--- config.mk ---
export PLATFORM = sky130hd
export DESIGN_NAME = round_robin_thread_slot_scheduler_unit
export DESIGN_NICKNAME = d
export VERILOG_FILES = /design/src/hw/rtl/rrts_pkg.sv /design/src/hw/rtl/rrts_datapath.sv /design/src/hw/rtl/rrts_ctrl.sv /design/src/hw/rtl/round_robin_thread_slot_scheduler_unit.sv
export SDC_FILE = /design/constraint.sdc
export NUM_CORES = 1
export LEC_CHECK = 0
export BUFFER_PORTS_ARGS = -buffer_cell sky130_fd_sc_hd__buf_2
export CORE_MARGIN = 2
export CORE_UTILIZATION = 54
export CTS_CLUSTER_SIZE = 14
export DETAILED_ROUTE_END_ITERATION = 6
export HOLD_SLACK_MARGIN = 0.08
export PLACE_DENSITY = 0.85
export REMOVE_ABC_BUFFERS = 1
export SYNTH_ARGS = -nofsm -noshare
export SYNTH_HDL_FRONTEND = slang
export SYNTH_SLANG_ARGS = --single-unit
--- constraint.sdc ---
create_clock -name clk -period 5.4 [get_ports clk]
set_input_delay 0.27 -clock clk [delete_from_list [all_inputs] [get_ports clk]]
set_output_delay 0.27 -clock clk [all_outputs]
set_load 0.05 [all_outputs]
--- src/hw/rtl/rrts_pkg.sv ---
// shared types, constants and helpers for the round-robin thread slot scheduler
package rrts_pkg;

  localparam int SLOT_COUNT = 8;
  localparam int SLOT_W     = (SLOT_COUNT > 1) ? $clog2(SLOT_COUNT) : 1;
  localparam int ACTION_W   = 2;
  localparam int JOIN_ID_W  = 4;
  localparam int STATUS_W   = 2;
  localparam int OUT_SLOT_W = 3;
  localparam int LIVE_W     = 4;

  localparam logic [LIVE_W-1:0] LIVE_MAX = '1;

  typedef logic [SLOT_W-1:0] slot_idx_t;

  typedef enum logic [1:0] {
    SL_UNUSED   = 2'd0,
    SL_READY    = 2'd1,
    SL_RUNNING  = 2'd2,
    SL_FINISHED = 2'd3
  } slot_st_t;

  typedef enum logic [ACTION_W-1:0] {
    ACT_CREATE = 2'd0,
    ACT_YIELD  = 2'd1,
    ACT_EXIT   = 2'd2,
    ACT_JOIN   = 2'd3
  } action_t;

  typedef enum logic [STATUS_W-1:0] {
    STAT_OK      = 2'd0,
    STAT_NO_FREE = 2'd1,
    STAT_BAD_ID  = 2'd2,
    STAT_WAIT    = 2'd3
  } status_t;

  typedef enum logic [1:0] {
    AS_CUR,
    AS_SCAN,
    AS_JOIN
  } addr_sel_t;

  // controller to datapath, one cycle's worth of work
  typedef struct packed {
    logic      latch;
    addr_sel_t addr_sel;
    logic      wr_en;
    slot_st_t  wr_state;
    logic      scan_zero;
    logic      scan_from_cur;
    logic      scan_inc;
    logic      live_inc;
    logic      live_dec;
    logic      take_new;
    logic      take_run;
    logic      set_switched;
    logic      set_none;
    logic      set_status;
    status_t   status;
    logic      emit;
  } dp_cmd_t;

  // datapath to controller
  typedef struct packed {
    slot_st_t rd_state;
    action_t  action;
    logic     join_bad;
    logic     scan_at_cur;
    logic     scan_last;
  } dp_stat_t;

  // round-robin successor of a slot index
  function automatic slot_idx_t next_slot(input slot_idx_t s);
    slot_idx_t r;
    if (s == slot_idx_t'(SLOT_COUNT - 1)) begin
      r = '0;
    end else begin
      r = s + 1'b1;
    end
    return r;
  endfunction

endpackage

--- src/hw/rtl/rrts_datapath.sv ---
// slot table, running slot, live count and result registers
module rrts_datapath (
  input  logic                                clk,
  input  logic                                rst_n,
  input  rrts_pkg::dp_cmd_t                   cmd,
  output rrts_pkg::dp_stat_t                  stat,
  input  logic [rrts_pkg::ACTION_W-1:0]       in_action,
  input  logic [rrts_pkg::JOIN_ID_W-1:0]      in_join_id,
  output logic                                out_valid,
  output logic [rrts_pkg::STATUS_W-1:0]       out_status,
  output logic [rrts_pkg::OUT_SLOT_W-1:0]     out_new_slot,
  output logic [rrts_pkg::OUT_SLOT_W-1:0]     out_running_slot,
  output logic                                out_switched,
  output logic                                out_none_ready,
  output logic [rrts_pkg::LIVE_W-1:0]         out_live_count
);
  import rrts_pkg::*;

  slot_st_t                 slot_state_r [SLOT_COUNT];
  slot_idx_t                run_r;
  slot_idx_t                scan_r;
  logic [LIVE_W-1:0]        live_r;
  action_t                  action_r;
  logic [JOIN_ID_W-1:0]     join_id_r;
  status_t                  status_r;
  slot_idx_t                new_slot_r;
  logic                     switched_r;
  logic                     none_r;
  logic                     valid_r;

  slot_idx_t                addr;
  logic                     addr_ok;
  slot_st_t                 rd_state;

  always_comb begin
    case (cmd.addr_sel)
      AS_CUR:  addr = run_r;
      AS_SCAN: addr = scan_r;
      AS_JOIN: addr = slot_idx_t'(join_id_r);
      default: addr = run_r;
    endcase
  end

  assign addr_ok  = (int'(addr) < SLOT_COUNT);
  assign rd_state = addr_ok ? slot_state_r[addr] : SL_UNUSED;

  assign stat.rd_state    = rd_state;
  assign stat.action      = action_r;
  assign stat.join_bad    = (int'(join_id_r) >= SLOT_COUNT);
  assign stat.scan_at_cur = (scan_r == run_r);
  assign stat.scan_last   = (scan_r == slot_idx_t'(SLOT_COUNT - 1));

  always_ff @(posedge clk) begin
    if (!rst_n) begin
      for (int i = 0; i < SLOT_COUNT; i++) begin
        slot_state_r[i] <= (i == 0) ? SL_RUNNING : SL_UNUSED;
      end
      run_r   <= '0;
      live_r  <= LIVE_W'(1);
      valid_r <= 1'b0;
    end else begin
      if (cmd.wr_en && addr_ok) begin
        slot_state_r[addr] <= cmd.wr_state;
      end
      if (cmd.take_run) begin
        run_r <= scan_r;
      end
      if (cmd.live_inc && (live_r != LIVE_MAX)) begin
        live_r <= live_r + 1'b1;
      end else if (cmd.live_dec && (live_r != '0)) begin
        live_r <= live_r - 1'b1;
      end
      valid_r <= cmd.emit;
    end
  end

  // request capture, scan pointer and per-request result fields
  always_ff @(posedge clk) begin
    if (cmd.latch) begin
      action_r   <= action_t'(in_action);
      join_id_r  <= in_join_id;
      status_r   <= STAT_OK;
      new_slot_r <= '0;
      switched_r <= 1'b0;
      none_r     <= 1'b0;
    end else begin
      if (cmd.set_status) begin
        status_r <= cmd.status;
      end
      if (cmd.take_new) begin
        new_slot_r <= scan_r;
      end
      if (cmd.set_switched) begin
        switched_r <= 1'b1;
      end
      if (cmd.set_none) begin
        none_r <= 1'b1;
      end
    end
    if (cmd.scan_zero) begin
      scan_r <= '0;
    end else if (cmd.scan_from_cur) begin
      scan_r <= next_slot(run_r);
    end else if (cmd.scan_inc) begin
      scan_r <= next_slot(scan_r);
    end
  end

  assign out_valid        = valid_r;
  assign out_status       = status_r;
  assign out_new_slot     = OUT_SLOT_W'(new_slot_r);
  assign out_running_slot = OUT_SLOT_W'(run_r);
  assign out_switched     = switched_r;
  assign out_none_ready   = none_r;
  assign out_live_count   = live_r;

endmodule

--- src/hw/rtl/rrts_ctrl.sv ---
// sequencing state machine for create, yield, exit and join
module rrts_ctrl (
  input  logic               clk,
  input  logic               rst_n,
  input  logic               start,
  output logic               busy,
  input  rrts_pkg::dp_stat_t stat,
  output rrts_pkg::dp_cmd_t  cmd
);
  import rrts_pkg::*;

  typedef enum logic [2:0] {
    S_IDLE,
    S_DISPATCH,
    S_CREATE_SCAN,
    S_EXIT_MARK,
    S_DEMOTE,
    S_SCAN,
    S_RESTORE,
    S_RESP
  } state_t;

  state_t state_r;
  state_t state_nxt;
  logic   busy_r;

  always_comb begin
    cmd       = '0;
    cmd.addr_sel = AS_CUR;
    cmd.wr_state = SL_UNUSED;
    cmd.status   = STAT_OK;
    state_nxt = state_r;
    case (state_r)
      S_IDLE: begin
        if (start) begin
          cmd.latch = 1'b1;
          state_nxt = S_DISPATCH;
        end
      end
      S_DISPATCH: begin
        case (stat.action)
          ACT_CREATE: begin
            cmd.scan_zero = 1'b1;
            state_nxt     = S_CREATE_SCAN;
          end
          ACT_YIELD: state_nxt = S_DEMOTE;
          ACT_EXIT:  state_nxt = S_EXIT_MARK;
          ACT_JOIN: begin
            cmd.addr_sel = AS_JOIN;
            if (stat.join_bad) begin
              cmd.set_status = 1'b1;
              cmd.status     = STAT_BAD_ID;
              state_nxt      = S_RESP;
            end else if (stat.rd_state inside {SL_UNUSED, SL_FINISHED}) begin
              cmd.wr_en    = 1'b1;
              cmd.wr_state = SL_UNUSED;
              state_nxt    = S_RESP;
            end else begin
              cmd.set_status = 1'b1;
              cmd.status     = STAT_WAIT;
              state_nxt      = S_DEMOTE;
            end
          end
          default: state_nxt = S_RESP;
        endcase
      end
      S_CREATE_SCAN: begin
        cmd.addr_sel = AS_SCAN;
        if (stat.rd_state == SL_UNUSED) begin
          cmd.wr_en    = 1'b1;
          cmd.wr_state = SL_READY;
          cmd.take_new = 1'b1;
          cmd.live_inc = 1'b1;
          state_nxt    = S_RESP;
        end else if (stat.scan_last) begin
          cmd.set_status = 1'b1;
          cmd.status     = STAT_NO_FREE;
          state_nxt      = S_RESP;
        end else begin
          cmd.scan_inc = 1'b1;
        end
      end
      S_EXIT_MARK: begin
        if (stat.rd_state inside {SL_RUNNING, SL_READY}) begin
          cmd.wr_en    = 1'b1;
          cmd.wr_state = SL_FINISHED;
          cmd.live_dec = 1'b1;
        end
        state_nxt = S_DEMOTE;
      end
      S_DEMOTE: begin
        // current slot steps down before the search
        if (stat.rd_state == SL_RUNNING) begin
          cmd.wr_en    = 1'b1;
          cmd.wr_state = SL_READY;
        end
        cmd.scan_from_cur = 1'b1;
        state_nxt         = S_SCAN;
      end
      S_SCAN: begin
        cmd.addr_sel = AS_SCAN;
        if (stat.scan_at_cur) begin
          state_nxt = S_RESTORE;
        end else if (stat.rd_state == SL_READY) begin
          cmd.wr_en        = 1'b1;
          cmd.wr_state     = SL_RUNNING;
          cmd.take_run     = 1'b1;
          cmd.set_switched = 1'b1;
          state_nxt        = S_RESP;
        end else begin
          cmd.scan_inc = 1'b1;
        end
      end
      S_RESTORE: begin
        // nothing else ready: a ready current slot resumes, a dead one stays
        if (stat.rd_state == SL_READY) begin
          cmd.wr_en    = 1'b1;
          cmd.wr_state = SL_RUNNING;
        end
        cmd.set_none = 1'b1;
        state_nxt    = S_RESP;
      end
      S_RESP: begin
        cmd.emit  = 1'b1;
        state_nxt = S_IDLE;
      end
      default: state_nxt = S_IDLE;
    endcase
  end

  always_ff @(posedge clk) begin
    if (!rst_n) begin
      state_r <= S_IDLE;
      busy_r  <= 1'b0;
    end else begin
      state_r <= state_nxt;
      busy_r  <= (state_nxt != S_IDLE);
    end
  end

  assign busy = busy_r;

endmodule

--- src/hw/rtl/round_robin_thread_slot_scheduler_unit.sv ---
// top level of the round-robin thread slot scheduler
// A request (action, join_id) is taken at a clock edge where start is high and busy is low;
// busy then stays high until the request is finished. Exactly one result per request
// appears for a single cycle with out_valid high and must be captured then, since the
// block cannot be stalled. A bad or freeing join goes straight to its result; create does
// one slot read per cycle in the lowest-free search; yield and a waiting join do one slot
// read per cycle in the round-robin search, and exit first retires the current slot and
// then does the same search. A new request can be taken in the cycle that out_valid is
// shown. The slot table sits in a single-port register array with one read and one write
// per cycle.
module round_robin_thread_slot_scheduler_unit (
  input  logic                              clk,
  input  logic                              rst_n,
  input  logic                              start,
  output logic                              busy,
  input  logic [rrts_pkg::ACTION_W-1:0]     in_action,
  input  logic [rrts_pkg::JOIN_ID_W-1:0]    in_join_id,
  output logic                              out_valid,
  output logic [rrts_pkg::STATUS_W-1:0]     out_status,
  output logic [rrts_pkg::OUT_SLOT_W-1:0]   out_new_slot,
  output logic [rrts_pkg::OUT_SLOT_W-1:0]   out_running_slot,
  output logic                              out_switched,
  output logic                              out_none_ready,
  output logic [rrts_pkg::LIVE_W-1:0]       out_live_count
);
  import rrts_pkg::*;

  dp_cmd_t  cmd;
  dp_stat_t stat;

  rrts_ctrl u_ctrl (
    .clk   (clk),
    .rst_n (rst_n),
    .start (start),
    .busy  (busy),
    .stat  (stat),
    .cmd   (cmd)
  );

  rrts_datapath u_dp (
    .clk              (clk),
    .rst_n            (rst_n),
    .cmd              (cmd),
    .stat             (stat),
    .in_action        (in_action),
    .in_join_id       (in_join_id),
    .out_valid        (out_valid),
    .out_status       (out_status),
    .out_new_slot     (out_new_slot),
    .out_running_slot (out_running_slot),
    .out_switched     (out_switched),
    .out_none_ready   (out_none_ready),
    .out_live_count   (out_live_count)
  );

endmodule

==> results of run 1 <==
==> logic make-up (layout without fill, tap and decap cells) <==
logic type / Yosys count / after routing / share of synthesized area [%]
adder cells (fa/ha/maj): 12 / 12 / 6.15
multiplexers: 9 / 9 / 3.61
AND/OR/NAND/NOR: 112 / 112 / 23.3
XOR/XNOR: 6 / 6 / 2.05
buffers and inverters: 19 / 40 / 3.51
AO/OA/AOI/OAI: 65 / 65 / 18.4
flip-flops: 44 / 44 / 42.9
==> worst paths after layout <==
kind                            end  slack, ps
max          u_dp.out_live_count[3]        410
min               u_dp.join_id_r[1]        140
max reg2reg  u_dp.out_live_count[3]        410
min reg2reg       u_dp.out_switched        460
==> metrics by stage <==
step / utilization [%] / hold slack [ps] / instances
2_1_floorplan: - / 332 / 255
5_1_grt: 60.1 / 136 / 342
3_5_place_dp: 57.9 / 448 / 334
4_1_cts: 60.0 / 136 / 342
3_3_place_gp: 57.9 / 436 / 334
6_report: 60.1 / 140 / 342
==> critical path, stage by stage (launching register included) <==
cell and delay [ps]:
dfxtp_1 480, and4bb_2 380, and2_1 240, inv_1 70, ha_2 480, nor2b_1 320, or2_2 240, nor2_1 100
a221oi_2 290, a2bb2oi_1 330, ha_1 300, and4bb_2 370, nand2_2 120, ha_1 290, a21o_1 170, a21oi_1 180
xor2_1 100, or3_1 310, a21oi_1 140
==> registers in the layout (all words and copies together) (netlist names), 2 cells and up <==
register,count
u_dp.out_new_slot,3
u_ctrl.state_r,3
u_dp.join_id_r,4
u_dp.scan_r,3
u_dp.out_status,2
u_dp.out_running_slot,3
u_dp.action_r,2
u_dp.slot_state_r,16
u_dp.out_live_count,4
==> placed cells by master (no fill, tap or decap), types with 6 or more instances in the layout <==
cell type,Yosys,final
nor2_1,36,36
buf_2,3,24
edfxtp_1,22,22
dfxtp_1,22,21
nand2_1,19,19
a21oi_1,15,15
o21ai_0,12,12
nand3_1,11,11
ha_1,11,10
nor2b_1,7,7
mux2i_1,7,7
nor3_1,7,7
inv_1,6,6
xor2_1,6,6
==> power breakdown <==
| part | internal, W | switching [W] | leakage (nW) | total [W] |
|---|---|---|---|---|
| logic | 0.000339 | 0.000546 | 0.616 | 0.000885 |
| clock network | 0.000116 | 0.000111 | 0.0514 | 0.000227 |
| registers | 0.000415 | 0.0000920 | 0.398 | 0.000507 |
==> final cells by class <==
cell class                 count  share of cell area (%)
multi-input combinational    204                    49.1
sequential                    44                    39.3
timing repair buffer          25                    4.56
clock buffer                   6                    3.35
tap                           54                    2.41
inverter                       7                   0.938
clock inverter                 2                   0.268
==> per-layer routing <==
metal / vias to the layer above / track usage, %
met5: - / 0
met4: 0 / 6.17
met3: 7 / 4.14
met2: 68 / 35.6
met1: 989 / 32.3
li1: 1028 / -
==> metrics.md, run 1 <==
| Metric | Value |
|---|---|
| Maximum vdd drop | around 0.26 mV |
| Vias in the first global route | ~1.9k |
| Final Worst Setup Slack | 412 ps |
| Final non-filler cell area | 2800 µm² |
| Routed length on met3 | 300 µm |
| Yosys top cell area share | 25.8% |
| Root Buffer | clkbuf_8 |
| Full die area | roughly 5300 µm² |
| WP data arrival | 5210 ps |
| Count leader, synth | nor2_1 |
| Total gr overflow | 0 |
| Setup crit start | u_ctrl.state_r[2] |
| Worst r2r src | u_ctrl.state_r[2] |
| Max-cap violations | 0 |
| Clock Skew | 6.17 ps |
| # port buffers | 24 |
| Chip Height | 72.9 µm |
| Area after DPL | 2700 µm² |
| Post-CTS sizing | 0 |
| Largest net degree at the start of global routing | 19 |
| Total area of sequential cells | approximately 1100 µm² |
| Routed Antenna Nets | 0 |
| Crit Path Class | reg2reg |
| Cell Area, Synth | around 2600 µm² |
| RSZ-0062 raised after global routing | false |
| Nets | 308 |
| Core area | 4660 µm² |
| H-tree depth | 2 |
| Setup WS pre-CTS | 377 ps |
| Mapped Cells | 267 |
| Initial core utilization | 55.0% |
| Initial antenna violation count | 0 |
| Drt first pass iters | 4 |
| Hold_sp | in_join_id[1] |
| Final Critical Period | approximately 5000 ps |
| Post-Route Setup TNS | 0 ps |
| Final HPWL DP | 4060 µm |
| Clock Latency Late Sink | 300 ps |
| Antenna cells | 0 |
| CTS tree | done |
| Yosys warns | 0 |
| Max Freq | between 200 and 250 MHz |
| Max Used Layer | met4 |
| Starting DRC count in detailed routing | between 200 and 250 |
| Final Cycle Share | 92.4% |
| CP Max Fanout | 18 |
| Post-CTS Setup Inserts | 0 |
| Total global-route track usage | between 20% and 30% |
| WL met2 | 2560 µm |
| Startpoint types | flop |
| DRC | 0 |
| Count of final setup violators | 0 |
| CTS Buf Count | 5 |
| Final Hold Violating Endpoints | 0 |
| Commonest cells post-synth | nor2_1, dfxtp_1, edfxtp_1, nand2_1, a21oi_1 |
| Power density over the cells | 578 nW/µm² |
| Outcome | finished, final reports clean |
| Slew Viols, Final | 0 |
| Post-synth EDFFs | 22 |
| Type of the most critical hold path | in2reg |
| Worst-path clk slew | 80 ps |
| Area grow syn2layout | 9.22% |
| Ports | 25 |
| Hold Buf Count CTS | 0 |
| Synth area leader | edfxtp_1 |
| Async S/R FF share, synth | 0% |
| Reg2reg path depth | 18 |
| Fill cells | 394 |
| Placer Congestion | slightly above 0.9 |
| Row count | 25 |
| Share of post-route cells with drive strength above 1 | 19.8% |
| Post-Syn Area per Cell | 9.61 µm² |
| Met1 WL | ~2600 µm |
| Total leakage power | 1.07 nW |
| Vias per cell | 6.12 |
| Required @ worst endpoint | 5620 ps |
| Max_slew headroom | about three fifths |
| Area contributors post-synth | edfxtp_1, dfxtp_1, ha_1 |
| Routed WL | 5570 µm |
| Leading register cell type out of synthesis | edfxtp_1 |
| DR vias | 2092 |
| Die width | 72.9 µm |
| CP Capture Type | flop |
| Design Power | around 0.0016 W |
| Yosys reg bits | 44 |
| Seq/Total Area, Yosys | 42.9% |
| Avg WL per Cell | 16.3 µm |
| First-pass GRT wire length | 9210 µm |
| Clock Path Buffers | 2 |
| Worst-Margin Slew | roughly 620 ps |
| Min-Delay Path Depth | 1 |
| # clock sinks | 44 |
| Multi-input gate area | 1380 µm² |
| Yosys cell types | 58 |
Power figures use the tool's default switching activity.
==> run 2, diff against run 1 <==
Settings changed: CAP_MARGIN from default to 30, SYNTH_HIERARCHICAL from default to 1.
==> run 2 against run 1 <==
  * Via count is 16% lower
  * Sequential power down 21%
  * Critical path depth stayed put
  * Final area is 2.7% lower
  * Combinational power is 83% lower
  * First-iteration DRC count shrank 52%
  * Register-to-register slack better by 100 ps
==> metrics.md, run 2 <==
| Metric | Value |
|---|---|
| Outcome | finished, final reports clean |
| Slew Viols, Final | 0 (unchanged) |
| Required @ worst endpoint | 5610 ps (about the same) |
| Hold Buf Count CTS | 0 (unchanged) |
| Largest net degree at the start of global routing | 22 (+3) |
| Net Sw Power | 0.000220 W (-71%) |
| Maximum vdd drop | 0.283 mV (+11%) |
| Area contributors post-synth | edfxtp_1, dfxtp_1, ha_1 |
| Count of final setup violators | 0 (unchanged) |
| Antenna cells | 0 (unchanged) |
| Top reg by flops | u_dp/slot_state_r |
| # port buffers | 24 (unchanged) |
| Yosys reg bits | 44 (unchanged) |
| Crit Path Class | reg2reg |
| Startpoint types | flop |
| Total global-route track usage | 19.5% (-3.2 points) |
| Max-cap violations | 0 (unchanged) |
| Chip Height | 71.7 µm (-1.7%) |
| Share of post-route cells with drive strength above 1 | 17.7% (-2.1 points) |
| Clock Skew | 12.1 ps (+5.98 ps) |
| Final HPWL DP | 3370 µm (-17%) |
| Register share of total power | 48.6% (+17 points) |
| Avg WL per Cell | 14.4 µm (-12%) |
| Layout Cells excl Fill | 312 (-8.8%) |
| Clock Path Buffers | 2 (unchanged) |
| Async S/R FF share, synth | 0% (unchanged) |
| CP Max Fanout | 13 (-5) |
| Ports | 25 (unchanged) |
| Worst r2r src | u_ctrl/state_r[0] |
| Dpl cells | 304 (-9.0%) |
| Hold Path End | u_dp/join_id_r[0] |
| Power density over the cells | 300 nW/µm² (-48%) |
| Max Freq | 205 MHz (+2.1%) |
| Leading register cell type out of synthesis | edfxtp_1 |
| Post-CTS sizing | 0 (unchanged) |
| Post-Syn Area per Cell | 10.4 µm² (+8.6%) |
| Type of the most critical hold path | in2reg |
| Core Util, Final | 62.2% (+2.1 points) |
| Nets | 280 (-9.1%) |
| Largest register FFs | 16 (unchanged) |
| Core area | 4380 µm² (-5.9%) |
| Yosys warns | 6 (+6) |
| Yosys cell types | 52 (-10%) |
| Final Critical Period | 4880 ps (-105 ps) |
| Worst-Margin Slew | 747 ps (+128 ps) |
| Reg-to-reg endpoint | u_dp/out_live_count[3] |
| RSZ-0062 raised after global routing | false |
| Commonest non-fill, non-tap cell in the layout | buf_2 |
| Switching part of the total | 26.9% (-19 points) |
| DRC | 0 (unchanged) |
| Mapped Cells | 237 (-11%) |
| Final Cycle Share | 90.4% (-1.9 points) |
| CTS Buf Count | 5 (unchanged) |
| Post-Route Setup TNS | 0 ps (unchanged) |
| Int Power | 0.000599 W (-31%) |
| Post-synth EDFFs | 22 (unchanged) |
| Die width | 71.7 µm (-1.7%) |
| # clock sinks | 44 (unchanged) |
| Routed WL | 4500 µm (-19%) |
| Min-Delay Path Depth | 1 (unchanged) |
| Vias in the first global route | 1729 (-11%) |
| CTS tree | done |
| Area grow syn2layout | 10.2% |
| First-pass GRT wire length | 7860 µm (-15%) |
| Final Hold Violating Endpoints | 0 (unchanged) |
| CP Capture Type | flop |
| Worst-path clk slew | 90 ps (about the same) |
| Seq/Total Area, Yosys | 44.5% (+1.6 points) |
| Placer Congestion | 0.866 (-5.6%) |
| Commonest cells post-synth | dfxtp_1, edfxtp_1, nor2_1, and2_1 |
| Full die area | 5140 µm² (-3.4%) |
| Routed Antenna Nets | 0 (unchanged) |
| Commonest non-fill, non-tap cells in the layout | buf_2, nor2_1, dfxtp_1, edfxtp_1, and2_1 |
| H-tree depth | 2 (unchanged) |
| Total gr overflow | 0 (unchanged) |
| Initial core utilization | 56.4% (+1.4 points) |
| Vias per cell | 5.62 (-8.2%) |
| WP data arrival | 5100 ps (-110 ps) |
| Root Buffer | clkbuf_8 |
| Total leakage power | 1.16 nW (+8.4%) |
| Yosys top cell area share | 26.7% (+0.95 points) |
| Synth area leader | edfxtp_1 |
| Clock Power Share | 33.4% (+19 points) |
| Clock Latency Late Sink | 290 ps (about the same) |
| DR vias | 1752 (-16%) |
| Register-to-Register Setup Slack | 520 ps (+100 ps) |
| Post-CTS Setup Inserts | 0 (unchanged) |
| Combinational power share | 18.0% (-37 points) |
| Reg2reg path depth | 18 (unchanged) |
| Initial antenna violation count | 0 (unchanged) |
| Cell Area, Synth | 2470 µm² (-3.6%) |
| Hold_sp | in_join_id[0] |
| Max_slew headroom | 50.1% (-8.3 points) |
| Starting DRC count in detailed routing | 100 (-52%) |
| Drt first pass iters | 4 (unchanged) |
| Row count | 24 (-4.0%) |
-- run 2: cells by family after synthesis --
family / share of synthesized area [%]
AOI/OAI and AO/OA: 9.21
DFF: 44.5
and+or+nand+nor: 21.9
buffers and inverters: 4.45
adders and majority gates: 6.37
muxes: 11.8
xor gates and xnor gates: 1.77
-- run 2: how the worst max path moves through the flow --
stage	startpoint	cells after the start	end	slack, ps
3_3_place_gp	u_ctrl/state_r[1]	17	u_dp/out_live_count[3]	760
4_1_cts	u_ctrl/state_r[0]	18	u_dp/out_live_count[3]	560
5_1_grt	u_ctrl/state_r[0]	17	u_dp/out_live_count[3]	150
2_1_floorplan	u_ctrl/state_r[0]	18	u_dp/out_live_count[3]	1000
3_5_place_dp	u_ctrl/state_r[0]	17	u_dp/out_live_count[3]	590
6_report	u_ctrl/state_r[0]	18	u_dp/out_live_count[3]	520
-- run 2: critical path: stages, from the launching register on --
cell	delay, ps
dfxtp_1	550
and4bb_4	310
nand2_1	90
inv_1	90
inv_1	50
ha_1	200
a221o_1	370
o21a_2	220
mux2_4	330
mux4_2	490
inv_1	110
ha_1	230
and3_1	410
nand2_1	190
ha_1	360
and3_1	200
a211o_1	260
a21oi_1	170
mux2i_1	190
-- run 2: cell type report --
class / count / area [µm²]
Fill cell: 354 / 1660
Multi-Input combinational cell: 171 / 1260
Sequential cell: 44 / 1100
Timing Repair Buffer: 24 / 120
Clock buffer: 7 / 97.6
Tap cell: 52 / 65.1
Inverter: 13 / 48.8
Clock inverter: 1 / 30.0
-- run 2: metrics by stage --
step,worst slack (ps),hold WS [ps],power (W),area [µm²]
5_1_grt,152,133,0.000858,2730
6_report,517,148,0.000819,2730
4_1_cts,558,142,0.000822,2730
3_3_place_gp,755,446,0.000547,2600
2_1_floorplan,998,332,0.000514,2410
3_5_place_dp,589,449,0.000551,2600
-- run 2: metal layers --
layer / share of wire (%) / GRT usage, %
met5: 0 / 0
met4: 1.0 / 5.66
met3: 4.4 / 5.06
met2: 48 / 31.5
met1: 47 / 26.0
-- run 2: power groups by stage --
| stage | Sequential [W] | Combinational (W) | Clock (W) |
|---|---|---|---|
| floorplan | 0.000406 | 0.000108 | 0 |
| global placement | 0.000405 | 0.000142 | 0 |
| detailed placement | 0.000405 | 0.000146 | 0 |
| CTS | 0.000397 | 0.000147 | 0.000278 |
| global route | 0.000402 | 0.000166 | 0.000290 |
| finish | 0.000398 | 0.000148 | 0.000273 |
